## src/design/cbbs_ram.sv

```systemverilog
`default_nettype none

module cbbs_ram #(
	parameter int WIDTH = 8,
	parameter int DEPTH = 16
) (
	input  wire logic                     clk,
	input  wire logic                     we,
	input  wire logic [$clog2(DEPTH)-1:0] waddr,
	input  wire logic [WIDTH-1:0]         wdata,
	input  wire logic                     re,
	input  wire logic [$clog2(DEPTH)-1:0] raddr,
	output logic      [WIDTH-1:0]         rdata
);

	logic [WIDTH-1:0] mem_q [DEPTH];

	always_ff @(posedge clk) begin
		if (we) begin
			mem_q[waddr] <= wdata;
		end
		if (re) begin
			rdata <= mem_q[raddr];
		end
	end

endmodule

`default_nettype wire

```

## config.mk

```make
export PLATFORM = sky130hd
export DESIGN_NAME = cbbs_ram
export DESIGN_NICKNAME = d
export VERILOG_FILES = /design/src/design/cbbs_ram.sv
export SDC_FILE = /design/constraint.sdc
export NUM_CORES = 1
export LEC_CHECK = 0
export BUFFER_PORTS_ARGS = -buffer_cell sky130_fd_sc_hd__buf_4
export CORE_ASPECT_RATIO = 1.5
export CORE_MARGIN = 8
export CORE_UTILIZATION = 60
export CTS_CLUSTER_DIAMETER = 40
export DETAILED_ROUTE_END_ITERATION = 16
export GPL_TIMING_DRIVEN = 0
export HOLD_SLACK_MARGIN = 0.06
export PLACE_DENSITY = 0.88
export SLEW_MARGIN = 15
export SYNTH_ARGS = -nofsm -noshare
export SYNTH_HDL_FRONTEND = slang
export SYNTH_SLANG_ARGS = --single-unit
```

## constraint.sdc

```tcl
create_clock -name clk -period 3.4 [get_ports clk]
set_input_delay 0 -clock clk [delete_from_list [all_inputs] [get_ports clk]]
set_output_delay 0 -clock clk [all_outputs]
set_load 0.005 [all_outputs]
```

Word-level counts from Yosys, hierarchy flattened
Memories as Yosys holds them, arrays and structs flattened. A register that Yosys moved wholly into a read port is not among the register bits.
Index checks and enable logic that the tools add are counted.

word-level totals
  register bits after elaboration = 0
  bits in writable memories = 128
  input port bits = 19
  output and inout port bits = 8
  logic and storage cells = 3
  memories kept = 1

memories
  name   depth  width  read ports  clocked after Yosys merged registers in  write ports  line  RTL
  mem_q  16     8      1           1                                        1            16    logic [WIDTH-1:0] mem_q [DEPTH];

operators by class
  multiplexer cells = 2

operators with widths
  kind               number
  1-bit two-way mux  2

Logic depth before layout (Yosys ltp)
  depth in word-level cells = 2
  mapped depth = 5

Worst setup path after synthesis
OpenSTA, ideal clock, no wires.

  path type = input to register
  start point = in waddr[2]
  end point = mem mem_q[0][0], enable pin
  data arrival time = 1.110 ns
  required time = 3.017 ns
  setup slack = 1.907 ns
  cell stages on the path = 2
  path buffers = 0
  path through = or3b_2 nor3_1

RTL lines
  item             line  RTL
  start, declared  9     input wire logic [$clog2(DEPTH)-1:0] waddr,
  end, declared    16

Straight into the memory's write port.

Final worst setup path
  start point = in waddr[1]
  end point = mem mem_q[0][7], enable pin

Straight into the memory's write port.

==> results.py <==
metrics = {
    "run_status": {
        "status": "complete, no violations",
    },
    "synthesis": {
        "ys_seq_area_share_pct": 78.1,
        "synth_area_leaders": "edfxtp_1 78%, mux4_2 7.8%, mux4_1 7.0%, a22oi_1 2.3%, nor2_1 0.93%",
        "synthesis.nets": 248,
        "synth_area_per_cell_sq_um": 22.8,
        "syn-instance-count": 229,
        "ys_warn_count": 0,
        "yosysTopAreaCell": "edfxtp_1",
        "synth-seq-cells": 136,
        "netlist.area_leader.share_pct": 78.1,
        "ys_types": 18,
        "syn_area_sq_um": 5230,
    },
    "sta": {
        "whs_ps": 189,
        "slew_headroom_pct": 46.6,
        "maxSlewViolCount": 0,
        "setup_tns_ps": 0,
        "fin_crit_sh_pct": 51.5,
        "rsz0062_at_grt": "no",
        "worst_pin_slew_ps": 798,
        "timing.final.hold_violations": 0,
        "worst_clock_skew_ps": 6.18,
        "period_minus_slack_ps": 1750,
        "max_freq_mhz": 571,
        "setup_violations": 0,
    },
    "final_layout": {
        "drive_above_1_share_pct": 29.5,
        "area_delta_synth_final_pct": 19.6,
        "layoutNonFillerInstCount": 405,
        "fin_nets": 304,
        "antenna_cells": 0,
        "layout_commonest_cell": "edfxtp_1",
        "fill_cells": 459,
        "final_cell_mix": "136 x edfxtp_1, 26 x buf_4, 18 x mux4_2, 17 x clkbuf_16, 16 x a22oi_1",
        "postLayoutCoreUtil_pct": 73.9,
    },
    "clocking": {
        "cts_resized": 0,
        "clk_latency_ps": 410,
        "htree_num_levels": 4,
        "cts_root_buf": "clkbuf_16",
        "tritoncts": "built",
        "post_cts_buffers": 0,
        "clockBufferDepth": 2,
        "cts-buffers-inserted": 17,
        "ctsHoldBuffers": 12,
        "cts_sinks": 136,
        "clk_pin_slew_ps": 60,
    },
    "min_path": {
        "hold_path.startpoint": "raddr[1]",
        "hold_class": "in2reg",
    },
    "place": {
        "place_congestion": 0.800,
        "port_buffers": 25,
        "dp_cells": 361,
        "post-dp-hpwl_um": 6350,
    },
    "worst_setup_path": {
        "cp_data_required_time_ps": 3450,
        "cp_slowest_cell": "dlygate4sd3_1",
        "start_kind": "primary input",
        "critPathMaxFanout": 8,
        "r2r_start": "mem_q[2][5]",
        "crit_top_cell": "dlygate4sd3_1",
        "endpoint_kind": "flip-flop",
        "path_buf_inv": 3,
        "crit_path_max_incr_delay_ps": 870,
        "criticalPathCategory": "in2reg",
        "cp.arrival_ps": 1800,
        "crit_family": "buffers and inverters",
        "path_cells": "dlygate4sd3_1 -> buf_4 -> nor3_2 -> dlygate4sd3_1",
        "critPathLaunch": "waddr[1]",
    },
    "detailed_routing": {
        "avgViaCountPerCell": 6.27,
        "drc_errors": 0,
        "drt-pass1-iter-count": 4,
        "drtIter0Drc": 224,
        "wl_um": 10200,
        "final_antenna_net_count": 0,
        "wl_per_cell_um": 25.1,
        "num_vias": 2538,
    },
    "floorplan": {
        "core_area_sq_um": 8460,
        "rows": 41,
        "start_util_pct": 61.8,
        "die_area_sq_um": 12000,
        "io_pins": 27,
        "die_x_um": 92.2,
        "die_y_um": 130,
    },
    "global_route": {
        "antenna_found_initial": 0,
        "grt_pass1_wl_um": 16000,
        "grt-ovfl-total": 0,
        "grt_max_degree": 17,
        "grt_usage_pct": 18.9,
        "grt_pass1_vias": 2635,
    },
    "pwr": {
        "power.leakage_nw": 2.11,
        "power_density_nw_per_um2": 610,
        "vdd_drop_max_mv": 0.567,
        "power_mw": 3.82,
    },
    "flow_run": {
        "cap_violations": 0,
    },
}
==> worst reg2reg max path, cell delays in order, from the launching register on <==
cell and delay [ps]:
edfxtp_1 380, mux4_1 550, a22oi_1 300, nand2_1 100
==> state kept, by name (all words and copies together) (netlist names) <==
signal  count
mem_q     128
rdata       8
==> metrics by stage <==
stage | setup slack, ps | cell area [sq um]
after CTS | 1710 | 6240
after global routing | 1620 | 6250
final | 1650 | 6250
after detailed placement | 1690 | 5560
after floorplan | 1910 | 5230
after global placement | 1380 | 5550
==> path summary, 6_finish.rpt <==
path / cells after the start / to / slack [ps]
setup / recovery: 4 / mem_q[0][7] / 1650
hold / removal: 4 / rdata[0] / 190
setup reg to reg: 3 / rdata[5] / 1820
hold reg to reg: 3 / rdata[6] / 770
==> per-layer routing <==
| layer | vias to the layer above | global-route usage (%) | share of wire (%) |
|---|---|---|---|
| li1 | 1095 | - | - |
| met1 | 1309 | 22.2 | 38 |
| met2 | 120 | 31.7 | 54 |
| met3 | 14 | 5.40 | 6.9 |
| met4 | 0 | 8.38 | 1.3 |
| met5 | - | 0 | 0 |
==> kinds of logic (layout without fill, tap and decap cells) <==
family | count (synthesis) | in the layout | share of synthesized area, %
flops | 136 | 136 | 78.1
simple gates | 35 | 35 | 3.14
mux | 32 | 32 | 14.8
compound gates | 16 | 16 | 2.30
buf+inv | 10 | 79 | 1.65
==> report_power, final <==
| group | internal, mW | switching (mW) | leakage, nW | total [mW] |
|---|---|---|---|---|
| clock | 1.07 | 0.651 | 0.273 | 1.72 |
| combinational | 0.0915 | 0.108 | 0.596 | 0.199 |
| sequential | 1.89 | 0.00917 | 1.24 | 1.90 |
| total | 3.05 | 0.768 | 2.11 | 3.82 |
==> cell usage after synthesis <==
master and number:
buf_4 1, nor3_1 4, nand3_1 1, nand2b_1 2, nand2_1 9, and2_1 1
mux4_2 18, mux4_1 14, edfxtp_1 136, nor2_1 13, nand3b_1 2, nor2b_1 1
buf_2 3, clkdlybuf4s25_2 3, a22oi_1 16, and2b_1 1, or3b_2 1, buf_6 3
==> cell type report <==
class | count | area (sq um) | share of cell area, %
sequential | 136 | 4080 | 65.3
multi-input combinational | 83 | 1080 | 17.2
clock buffer | 18 | 429 | 6.86
timing repair buffer | 37 | 308 | 4.92
clock inverter | 14 | 134 | 2.14
tap | 107 | 134 | 2.14
buffer | 10 | 86.3 | 1.38
Note: power is estimated with default switching activity, not from simulation.
