$ cat src/design/cbbs_pkg.sv
`default_nettype none

package cbbs_pkg;

	localparam int NUM_BEAMS    = 64;
	localparam int NUM_CONTEXTS = 16;

	localparam int BEAM_W  = $clog2(NUM_BEAMS);
	localparam int CTX_W   = $clog2(NUM_CONTEXTS);
	localparam int ADDR_W  = BEAM_W + CTX_W;
	localparam int ENTRIES = NUM_BEAMS * NUM_CONTEXTS;
	localparam int GROUP_W = BEAM_W + 1;

	localparam int COUNT_W  = 16;
	localparam int SUM_W    = 48;
	localparam int MEAN_W   = 56;
	localparam int FRAC_W   = 8;
	localparam int THR_W    = 24;
	localparam int RND_W    = 16;
	localparam int REWARD_W = 32;

	localparam int IN_DATA_W  = 88;
	localparam int OUT_DATA_W = 16;

	localparam int DIV_W   = MEAN_W;
	localparam int DVSR_W  = COUNT_W;
	localparam int STEP_W  = $clog2(DIV_W + 1);

	typedef struct packed {
		logic [MEAN_W-1:0]  mean;
		logic [SUM_W-1:0]   sum;
		logic [COUNT_W-1:0] count;
	} entry_t;

	localparam int ENTRY_W = $bits(entry_t);

	typedef struct packed {
		logic              start;
		logic [DIV_W-1:0]  dividend;
		logic [DVSR_W-1:0] divisor;
		logic [STEP_W-1:0] steps;
	} div_req_t;

	typedef struct packed {
		logic              done;
		logic [DIV_W-1:0]  quotient;
		logic [DVSR_W-1:0] remainder;
	} div_rsp_t;

endpackage

`default_nettype wire

$ cat src/design/cbbs_div.sv
`default_nettype none

module cbbs_div (
	input  wire logic              clk,
	input  wire logic              arst_n,
	input  wire cbbs_pkg::div_req_t req,
	output cbbs_pkg::div_rsp_t      rsp
);

	import cbbs_pkg::*;

	logic              busy_q;
	logic              done_q;
	logic [STEP_W-1:0] cnt_q;
	logic [DIV_W-1:0]  num_q;
	logic [DIV_W-1:0]  quo_q;
	logic [DVSR_W-1:0] rem_q;
	logic [DVSR_W-1:0] dvsr_q;

	logic [DVSR_W:0]   trial;
	logic              ge;
	logic [DVSR_W-1:0] rem_nxt;

	// one restoring step per cycle
	always_comb begin
		trial   = {rem_q, num_q[DIV_W-1]};
		ge      = trial >= {1'b0, dvsr_q};
		rem_nxt = ge ? DVSR_W'(trial - {1'b0, dvsr_q}) : trial[DVSR_W-1:0];
	end

	always_ff @(posedge clk or negedge arst_n) begin
		if (!arst_n) begin
			busy_q <= 1'b0;
			done_q <= 1'b0;
			cnt_q  <= '0;
		end else begin
			done_q <= !req.start && busy_q && cnt_q == STEP_W'(1);
			if (req.start) begin
				busy_q <= 1'b1;
				cnt_q  <= req.steps;
			end else if (busy_q) begin
				cnt_q <= cnt_q - STEP_W'(1);
				if (cnt_q == STEP_W'(1)) begin
					busy_q <= 1'b0;
				end
			end
		end
	end

	always_ff @(posedge clk) begin
		if (req.start) begin
			num_q  <= req.dividend;
			dvsr_q <= req.divisor;
			quo_q  <= '0;
			rem_q  <= '0;
		end else if (busy_q) begin
			num_q <= {num_q[DIV_W-2:0], 1'b0};
			quo_q <= {quo_q[DIV_W-2:0], ge};
			rem_q <= rem_nxt;
		end
	end

	assign rsp.done      = done_q;
	assign rsp.quotient  = quo_q;
	assign rsp.remainder = rem_q;

endmodule

`default_nettype wire
$ cat config.mk
export PLATFORM = sky130hd
export DESIGN_NAME = cbbs_div
export DESIGN_NICKNAME = d
export VERILOG_FILES = /design/src/design/cbbs_pkg.sv /design/src/design/cbbs_div.sv
export SDC_FILE = /design/constraint.sdc
export NUM_CORES = 1
export LEC_CHECK = 0
export BUFFER_PORTS_ARGS = -buffer_cell sky130_fd_sc_hd__buf_4
export CORE_ASPECT_RATIO = 1.2
export CORE_MARGIN = 2
export CORE_UTILIZATION = 49
export CTS_CLUSTER_SIZE = 25
export DETAILED_ROUTE_END_ITERATION = 10
export HOLD_SLACK_MARGIN = 0.15
export PLACE_DENSITY = 0.74
export SLEW_MARGIN = 20
export SYNTH_ARGS = -nofsm -noshare
export SYNTH_HDL_FRONTEND = slang
export SYNTH_SLANG_ARGS = --single-unit
export TNS_END_PERCENT = 30
$ cat constraint.sdc
create_clock -name clk -period 2.4 [get_ports clk]
set_input_delay 0.6 -clock clk [delete_from_list [all_inputs] [get_ports clk]]
set_output_delay 0.6 -clock clk [all_outputs]
set_load 0.01 [all_outputs]
After elaboration in Yosys (flattened, before gate mapping)

Index checks and enable logic that the tools add are counted.

Shifts and indexed selects: 0
Divide/modulo/power cells: 0
Mux-type cells: 8
Equality and inequality tests: 1
Multipliers: 0
Bitwise gates (word level): 0
Magnitude comparators: 1
Add/sub/neg operators: 2
Reduce and logical (&&, ||, !) cells: 4

Operators with widths:

| cell                                                               | count |
|---|---|
| 56-bit 2-to-1 mux                                                  | 2 |
| 17-bit by 16-bit >= comparator with 1-bit output                   | 1 |
| 16-bit 2-to-1 mux                                                  | 1 |
| 16-bit subtractor                                                  | 1 |
| 6-bit 2-to-1 mux                                                   | 2 |
| 6-bit by 1-bit == test with 1-bit output, second input constant    | 1 |
| 6-bit by 1-bit subtractor with 6-bit output, second input constant | 1 |
| 1-bit 2-to-1 mux                                                   | 3 |
| 1-bit logical AND                                                  | 2 |
| 2-bit nonzero test                                                 | 1 |
| 1-bit logical NOT                                                  | 1 |

Input bits: 81
Latch bits: 0
Register bits: 152
Memories: 0
Logic and storage cells: 23
Memory bits (read-only): 0
Memory bits (writable): 0
Output and inout port bits: 73

Logic depth before layout (Yosys ltp)

Gate-level depths: netlist of run 1.

Depth after elaboration: 4
Depth in mapped cells: 10

Worst setup path before layout of run 1

No wires, ideal clock.

Kind: input to register
From: in req[78] (netlist name)
To: reg num_q[0] (enable)
Arrival time: 2.471 ns
Path buffers: 2
Required time: 1.990 ns
Path slack: -0.481 ns
Library setup time: 0.410 ns
Stages: 4
Cells stage by stage: clkbuf_1 > clkbuf_1 > nor2_1 > inv_1

Longest elaborated chain between the ends: 1

Ends and longest elaborated chain:

| what                                | RTL line       | RTL |
|---|---|---|
| start: declaration                  | cbbs_div.sv:6  | `input wire cbbs_pkg::div_req_t req,` |
| 2-bit nonzero test (no source line) | --             |  |
| end signal: assignment              | cbbs_div.sv:52 | `num_q <= req.dividend;` |
| end signal: assignment              | cbbs_div.sv:57 | `num_q <= {num_q[DIV_W-2:0], 1'b0};` |
| end: declaration                    | cbbs_div.sv:15 | `logic [DIV_W-1:0] num_q;` |

Every way passes these cells.
A chain may end at the register's enable or synchronous reset.

Final worst setup path of run 1

From: reg rem_q[7]
To: reg rem_q[0]

Longest elaborated chain between the ends: 2

Ends and longest elaborated chain:

| what                                             | RTL line       | RTL |
|---|---|---|
| start: declaration                               | cbbs_div.sv:17 | `logic [DVSR_W-1:0] rem_q;` |
| start signal: assignment                         | cbbs_div.sv:59 | `rem_q <= rem_nxt;` |
| 17-bit by 16-bit >= comparator with 1-bit output | cbbs_div.sv:27 | `ge = trial >= {1'b0, dvsr_q};` |
| 16-bit 2-to-1 mux                                | cbbs_div.sv:28 | `rem_nxt = ge ? DVSR_W'(trial - {1'b0, dvsr_q}) : trial[DVSR_W-1:0];` |

Every way passes these cells.

==> impl_metrics.yaml, run 1 <==
outcome:
  outcome: "completed"
synth:
  synth_ff_type: "edfxtp_1"
  synth.yosys.seq_area_share_pct: 56.34
  synth_top_cells_by_count: "dfxtp_1, edfxtp_1, nor2_1"
  async_reset_ff_share_pct: 5.263
  synth-edff-count: 72
  ys_types: 58
  netlist_area_um2: 6751
  synth.avg_cell_area_um2: 11.91
  synth_top_area_cell: "edfxtp_1"
  synth.ff_latch_count: 152
  synth_top_area_share_pct: 32.02
  synth_area_leaders: "edfxtp_1, dfxtp_1, mux2_2"
  synthCells: 567
  syn_nets: 667
  yosysWarnings: 0
critical_path:
  worst_path_dominant_cell_family: "compound AO/OA/AOI/OAI gates"
  regToRegSetupSlack_ps: 100
  reg2reg_depth: 8
  crit_fanout: 9
  crit_path_cell_trace: "ha_1, and4_4, o2111ai_1, a31oi_2, a211oi_4, buf_6, or2_2, a311oi_2"
  critical_path.max_stage_delay_ps: 420
  worstReg2RegEnd: "rem_q[0]"
  worstPathArrival_ps: 2620
  critPathRequiredTime_ps: 2720
  end_kind: "register"
  start_kind: "register"
  critPathBufInv: 1
  reg2reg_from: "rem_q[7]"
  crit_type: "register to register"
  slowest_stage: "ha_1"
min_path:
  worstHoldStart: "req[9]"
  min_to: "dvsr_q[3]"
  whs_path_depth: 1
  min_path_type: "input pin to register"
clock_network:
  cts-root-buf: "clkbuf_16"
  numCtsBuffers: 17
  cts_max_level: 4
  ctsLongestPathBuffers: 2
  clock-sinks: 152
  cts.clk_slew.worst_paths_ps: 60
  cts_tree: "built"
  clock_latency_ps: 420
run:
  cap_violations: 0
sta:
  holdWs_ps: 356.0
  final_hold_viol_count: 0
  setup_ws_ps: 99.13
  period_needed_ps: 2301
  post-route-period-util_pct: 95.87
  rsz0062_at_grt: "no"
  finClkSkew_ps: 14.81
  setup_tns_ps: 0
  worstMarginPinSlew_ps: 604.5
  slew_headroom_pct: 59.70
  fmax_ghz: 0.4346
  finalMaxSlewViolations: 0
  setup_viol: 0
power:
  switching_share_pct: 27.14
  p_int_mw: 5.620
  p_sw_mw: 2.094
  power_mw: 7.714
  clockPowerShare_pct: 35.7
  ir_drop_mv: 0.4581
  power_per_cell_area_nw_per_um2: 874.4
  cellLeakagePower_nw: 4.155
  comb_power_share_pct: 23.1
  pwr-share-seq_pct: 41.2
die:
  core_um2: 13640
  pin_count: 154
  die-area_um2: 14740
  rows: 47
  start_util_pct: 49.49
  die_x_um: 111.2
  die_y_um: 132.6
detailed_routing:
  drtIter0Drc: 261
  via_per_inst: 5.355
  vias: 4889
  ant_nets: 0
  drt_wl_total_um: 14640
  drc_errors: 0
  dr.pass1.iters: 5
  routedWlPerCell_um: 16.04
finish:
  diodes: 0
  layout-drive-gt1-share_pct: 36.52
  fin_nets: 829
  fillers: 1071
  syn_to_final_growth_pct: 30.67
  fin_cells: 913
global_routing:
  overflow: 0
  first_global_vias: 4945
  antenna_found_initial: 0
  grt_max_degree: 64
  grt_pass1_wl_um: 23960
  grt_util_all_layers_pct: 20.22
placement:
  place.gp.congestion: 0.8895
  place_ws_ps: 76.42
  io_buffers: 153
  place_inst: 880
  dp_hpwl_um: 10440
cells by family (layout without fill, tap and decap cells):
kind of cell | Yosys count | after routing | synth area share [%]
multiplexers | 114 | 114 | 17.92
XOR/XNOR | 15 | 15 | 1.946
AO/OA/AOI/OAI | 73 | 73 | 7.636
adder cells (fa/ha/maj) | 19 | 19 | 3.632
AND/OR/NAND/NOR | 140 | 140 | 9.266
buffers and inverters | 54 | 229 | 3.262
flip-flops | 152 | 152 | 56.34
power by group through the flow:
stage	Combinational (mW)	Clock (mW)	Sequential, mW
2_1_floorplan	1.12	0	3.22
3_5_place_dp	1.71	0	3.23
4_1_cts	1.74	2.81	3.18
5_1_grt	1.94	2.93	3.21
3_3_place_gp	1.68	0	3.22
6_report	1.78	2.76	3.18
routing by layer:
layer	vias up	share of wire [%]	global-route usage, %
li1	2366	-	-
met1	2303	40	23.66
met2	187	49	33.95
met3	33	8.0	7.879
met4	0	2.1	7.339
met5	-	0	0
layout make-up:
| type | count | area, um2 | area share (%) |
|---|---|---|---|
| clock buffer | 20 | 436.7 | 4.950 |
| multi-input combinational | 361 | 2754 | 31.22 |
| clock inverter | 12 | 173.9 | 1.971 |
| timing repair buffer | 172 | 1339 | 15.18 |
| tap | 171 | 214.0 | 2.425 |
| sequential | 152 | 3807 | 43.16 |
| inverter | 25 | 97.59 | 1.106 |
worst max path at each step:
| stage | startpoint | end | cells after the start |
|---|---|---|---|
| after floorplan | req[78] | num_q[0] | 4 |
| after global placement | rem_q[4] | rem_q[0] | 8 |
| after detailed placement | dvsr_q[8] | rem_q[0] | 9 |
| after CTS | rem_q[4] | rem_q[0] | 8 |
| after global routing | dvsr_q[1] | rem_q[9] | 8 |
| final | rem_q[7] | rem_q[0] | 8 |
registers in the layout, summed over array words and instances, names as in the netlist:
register and flops:
dvsr_q 16, quo_q 56, done_q 1, rem_q 16, cnt_q 6, num_q 56
busy_q 1
per-stage QoR:
stage,util (%),instance area (um2)
after global placement,59.92,8175
after floorplan,-,6773
final,64.66,8822
after detailed placement,59.92,8175
after CTS,64.47,8796
after global routing,64.66,8822
worst register-to-register path: cells and delay by family, from the launching register on:
kind                       cells  cell delay, ps
DFF                            1             340
adders and majority gates      1             420
and+or+nand+nor                2             570
AOI/OAI and AO/OA              4             710
buffers and inverters          1             160
cell usage in the layout, fill, tap and decap left out, types with 6 or more instances in the layout:
cell and n:
xnor2_1 10, buf_4 166, o21ai_0 16, edfxtp_1 72, nor2_1 71, a21oi_1 10
nand3_1 6, dfxtp_1 72, nand2_1 30, inv_1 24, clkbuf_16 17, dfrtp_1 7
ha_1 16, mux2i_1 59, mux2_2 55
repair_timing:
item,in CTS,in global routing
hold buffers,1,0
gates resized for setup,0,8
setup buffers,0,0
hold endpoints to repair,8,0
endpoints found under the setup margin,0,8
No activity file was read; power rests on OpenSTA's default activity.
==> run 2: changes to the inputs <==
SETUP_SLACK_MARGIN = 0.15   (was not set)
==> impl_metrics.yaml, run 2 (synthesis gave the netlist of run 1 again) <==
critical_path:
  slowest_stage: "edfxtp_1"
  start_kind: "register"
  end_kind: "register"
  crit_path_cell_trace: "inv_2, ha_4, a21o_1, a31oi_1, a31oi_2, a211oi_4, buf_12, clkbuf_4, nor3b_1, nor4_1"
  worstPathArrival_ps: 2580
  critPathRequiredTime_ps: 2690
  crit_type: "register to register"
  crit_fanout: 5
  critical_path.max_stage_delay_ps: 380
sta:
  slew_headroom_pct: 65.64
  finClkSkew_ps: 9.177
  period_needed_ps: 2289
  final_hold_viol_count: 0
  rsz0062_at_grt: "yes"
  setup_tns_ps: 0
  setup_viol: 0
  post-route-period-util_pct: 95.36
  finalMaxSlewViolations: 0
  fmax_ghz: 0.4369
  setup_ws_ps: 111.3
  worstMarginPinSlew_ps: 515.4
power:
  cellLeakagePower_nw: 4.143
  p_int_mw: 5.521
  ir_drop_mv: 0.5554
  p_sw_mw: 2.231
  power_per_cell_area_nw_per_um2: 867.2
  comb_power_share_pct: 26.4
  clockPowerShare_pct: 32.2
  pwr-share-seq_pct: 41.5
  switching_share_pct: 28.78
finish:
  diodes: 0
  fillers: 1063
  fin_cells: 915
  layout_common_cells: "buf_4, edfxtp_1, nor2_1"
  fin_nets: 831
  final_core_util_pct: 65.52
  syn_to_final_growth_pct: 32.39
  multi_input_area_um2: 2899
  reg_top3: "num_q (56), quo_q (56)"
  layout-drive-gt1-share_pct: 38.84
  ff_latch_area_um2: 3811
  final_common_cell: "buf_4"
die:
  rows: 47
  die_y_um: 132.6
  pin_count: 154
  start_util_pct: 49.49
  die-area_um2: 14740
  die_x_um: 111.2
  core_um2: 13640
global_routing:
  overflow: 0
  grt_pass1_wl_um: 24810
  first_global_vias: 4979
  grt_util_all_layers_pct: 21.25
  antenna_found_initial: 0
  grt_max_degree: 57
placement:
  place.gp.congestion: 0.9180
  dp_hpwl_um: 10780
  place_ws_ps: 41.64
  io_buffers: 153
  place_inst: 877
outcome:
  outcome: "completed"
clock_network:
  cts_tree: "built"
  numCtsBuffers: 17
  cts.clk_slew.worst_paths_ps: 60
  ctsLongestPathBuffers: 2
  cts-root-buf: "clkbuf_16"
  clock_latency_ps: 420
  cts_max_level: 4
  clock-sinks: 152
min_path:
  min_path_type: "input pin to register"
detailed_routing:
  drtIter0Drc: 294
  vias: 4917
  via_per_inst: 5.374
  drc_errors: 0
  routedWlPerCell_um: 16.95
  ant_nets: 0
  dr.pass1.iters: 4
  drt_wl_total_um: 15510
run:
  cap_violations: 0
-- run 2: cell count changes in the layout (fill, tap and decap cells not counted), moves of 3 or more --
cell       before  now
dfxtp_1        72   69
dfxtp_2         0    3
ha_4            0   10
bufinv_16       4    0
inv_4           0    3
clkbuf_16      17   20
ha_1           16    8
-- run 2: through the flow --
stage / area, um2 / hold WS (ps) / power [mW]
after floorplan: 6805 / 304.4 / 4.353
after global placement: 8140 / 421.6 / 4.917
after detailed placement: 8140 / 427.4 / 4.969
after CTS: 8816 / 333.8 / 7.583
after global routing: 8939 / 326.2 / 8.097
final: 8939 / 348.0 / 7.752
-- run 2: worst max-delay path: cells and delay by family, from the launching register on --
kind | cells | cell delay (ps)
compound gates | 4 | 890
fa+ha+maj | 1 | 210
buf+inv | 3 | 420
flops | 1 | 380
simple gates | 2 | 270
-- run 2: power by group through the flow --
| stage | clock network, mW | logic (mW) | registers [mW] |
|---|---|---|---|
| floorplan | 0 | 1.13 | 3.22 |
| global placement | 0 | 1.70 | 3.21 |
| detailed placement | 0 | 1.73 | 3.23 |
| CTS | 2.54 | 1.84 | 3.21 |
| global route | 2.65 | 2.21 | 3.24 |
| finish | 2.49 | 2.04 | 3.21 |
-- run 2: what timing repair did --
item                       4_1_cts  5_1_grt
buffers inserted                 1        3
setup endpoints to repair        6       14
pin swaps                        2        4
cloned                           0        1
hold buffers                     1        0
resized for setup               11       16
hold endpoints to repair         8        0
-- run 2: worst paths after layout --
kind	start	to	slack, ps	cells past startpoint
setup / recovery	dvsr_q[4]	rem_q[6]	110	10
hold / removal	req[20]	dvsr_q[14]	350	1
setup reg to reg	dvsr_q[4]	rem_q[6]	110	10
hold reg to reg	cnt_q[4]	done_q	510	1
max in group asynchronous	arst_n	busy_q	1720	2
min in group asynchronous	arst_n	cnt_q[2]	520	2
-- run 2: cell type report --
type / count / area share [%]
clock buffers: 23 / 5.487
clock inverters: 9 / 0.6999
inverters: 25 / 1.092
multi-input cells: 361 / 32.43
flip-flops and latches: 152 / 42.64
well taps: 171 / 2.394
repair buffers: 174 / 15.26
-- run 2: layer usage --
| metal | up-vias | GRT usage (%) | routed length, um |
|---|---|---|---|
| met5 | - | 0 | 0 |
| met4 | 0 | 10.36 | 564 |
| met3 | 39 | 5.726 | 713 |
| met2 | 136 | 36.61 | 8144 |
| met1 | 2367 | 24.57 | 6085 |
| li1 | 2375 | - | - |
==> run 3: changes to the inputs <==
--- a/config.mk
+++ b/config.mk
@@ -8,5 +8,5 @@
 export BUFFER_PORTS_ARGS = -buffer_cell sky130_fd_sc_hd__buf_4
-export CORE_ASPECT_RATIO = 1.2
+export CORE_ASPECT_RATIO = 1.75
 export CORE_MARGIN = 2
-export CORE_UTILIZATION = 49
+export CORE_UTILIZATION = 50
 export CTS_CLUSTER_SIZE = 25
@@ -14,3 +14,3 @@
 export HOLD_SLACK_MARGIN = 0.15
-export PLACE_DENSITY = 0.74
+export PLACE_DENSITY = 0.73
 export SETUP_SLACK_MARGIN = 0.15
==> constraint.sdc (replaced) <==
create_clock -name clk -period 2.3 [get_ports clk]
set_input_delay 0.46 -clock clk [delete_from_list [all_inputs] [get_ports clk]]
set_output_delay 0.46 -clock clk [all_outputs]
set_load 0.01 [all_outputs]
==> impl_metrics.yaml, run 3 (synthesis gave the netlist of run 1 again) <==
outcome:
  outcome: "completed"
die:
  die_x_um: 91.84
  rows: 56
  pin_count: 154
  start_util_pct: 50.71
  die_y_um: 157.7
  die-area_um2: 14490
  core_um2: 13310
clock_network:
  clock_latency_ps: 420
  cts_max_level: 4
  cts_tree: "built"
  clock-sinks: 152
  cts-root-buf: "clkbuf_16"
  ctsLongestPathBuffers: 2
  numCtsBuffers: 17
  cts.clk_slew.worst_paths_ps: 70
critical_path:
  end_kind: "register"
  reg2reg_depth: 10
  reg2reg_from: "dvsr_q[14]"
  slowest_stage: "edfxtp_1"
  crit_type: "register to register"
  worstPathArrival_ps: 2550
  worst-path-stages: 10
  worst_path_most_repeated_cell: "buf_6"
  critPathRequiredTime_ps: 2640
  worstSetupEndpoint: "rem_q[9]"
  crit_path_cell_trace: "inv_1, ha_4, and3_4, o2111ai_4, a31oi_4, a211oi_4, buf_6, buf_6, or3_4, a311oi_2"
  start_kind: "register"
  critPathBufInv: 3
  regToRegSetupSlack_ps: 80
  crit_fanout: 8
  worstReg2RegEnd: "rem_q[9]"
  worst_path_dominant_cell_family: "compound AO/OA/AOI/OAI gates"
  timing.critical_path.from: "dvsr_q[14]"
  critical_path.max_stage_delay_ps: 320
detailed_routing:
  drc_errors: 0
  via_per_inst: 5.410
  vias: 5129
  dr.pass1.iters: 4
  ant_nets: 0
  drt_wl_total_um: 17330
  routedWlPerCell_um: 18.28
  drtIter0Drc: 256
power:
  p_sw_mw: 2.588
  ir_drop_mv: 0.5044
  cellLeakagePower_nw: 4.312
  power_per_cell_area_nw_per_um2: 927.9
  pwr-share-seq_pct: 38.6
  clockPowerShare_pct: 31.8
  switching_share_pct: 30.01
  comb_power_share_pct: 29.6
  p_int_mw: 6.036
sta:
  slew_headroom_pct: 53.86
  finClkSkew_ps: 18.46
  final_hold_viol_count: 0
  setup_ws_ps: 84.11
  post-route-period-util_pct: 96.34
  rsz0062_at_grt: "yes"
  period_needed_ps: 2216
  fmax_ghz: 0.4513
  setup_viol: 0
  finalMaxSlewViolations: 0
  worstMarginPinSlew_ps: 692.1
global_routing:
  antenna_found_initial: 0
  grt_max_degree: 67
  use_met3_pct: 5.712
  grt_util_all_layers_pct: 24.10
  use_met2_pct: 45.13
  met1_usage_pct: 23.76
  grt_pass1_wl_um: 26830
  overflow: 0
  first_global_vias: 5328
  busiest_layer: "met2"
run:
  cap_violations: 0
finish:
  layout-drive-gt1-share_pct: 43.41
  layout_common_cells: "buf_4, edfxtp_1, nor2_1"
  reg_top3: "num_q (56), quo_q (56)"
  ff_latch_area_um2: 3812
  final_core_util_pct: 69.81
  fillers: 1005
  syn_to_final_growth_pct: 37.66
  final_common_cell: "buf_4"
  multi_input_area_um2: 2997
  diodes: 0
  fin_nets: 861
placement:
  io_buffers: 153
  dp_hpwl_um: 11940
  place.gp.congestion: 0.9181
  place_ws_ps: -63.52
min_path:
  min_path_type: "input pin to register"
==> run 3: changes by cell type in the layout (fill, tap and decap cells not counted), sizes merged <==
cell,before,now
buf,171,203
bufinv,0,1
clkbuf,25,19
clkinv,4,3
inv,28,32
==> run 3: how the worst min path moves through the flow <==
stage	from	end	slack [ps]	depth (start not counted)
CTS	req[15]	dvsr_q[9]	200	1
detailed placement	arst_n	cnt_q[3]	280	1
finish	req[9]	dvsr_q[3]	210	1
floorplan	arst_n	busy_q	160	0
global route	req[15]	dvsr_q[9]	200	1
global placement	arst_n	done_q	280	1
==> run 3: per-layer routing <==
layer,vias to the layer above,wire length (um)
li1,2432,-
met1,2479,5876
met2,166,9941
met3,52,732
met4,0,779
met5,-,0
==> run 3: metrics by stage <==
stage	TNS, ps	total power [mW]	instances	area (um2)	hold WS, ps
2_1_floorplan	0	4.542	567	6805	164.4
3_3_place_gp	0	5.349	901	8314	279.8
3_5_place_dp	-244.1	5.412	901	8314	285.0
4_1_cts	0	8.543	946	9231	199.5
5_1_grt	-32.68	8.993	948	9294	197.0
6_report	0	8.624	948	9294	212.0
==> run 3: power by group through the flow <==
stage               sequential, mW  combinational (mW)  clock [mW]
global route                  3.36                2.73        2.90
global placement              3.33                2.01           0
CTS                           3.33                2.42        2.80
detailed placement            3.35                2.06           0
finish                        3.33                2.55        2.74
floorplan                     3.36                1.18           0
==> run 3: worst register-to-register path, stage by stage, from the launching register on <==
cell       delay (ps)
edfxtp_1          320
inv_1              80
ha_4              300
and3_4            220
o2111ai_4         140
a31oi_4           200
a211oi_4           70
buf_6             140
buf_6             130
or3_4             330
a311oi_2          220
==> run 3: timing repair <==
action,in CTS,in global routing
cloned,1,0
buffers inserted,11,2
hold buffers,1,0
endpoints found under the setup margin,16,16
resized for setup,39,11
pin swaps,13,11
endpoints found under the hold margin,8,0
==> run 3: layout make-up <==
class	count	area share [%]
clock buffers	19	4.766
clock inverters	13	1.467
inverters	25	1.050
multi-input cells	361	32.24
flip-flops and latches	152	41.02
well taps	174	2.342
repair buffers	204	17.11
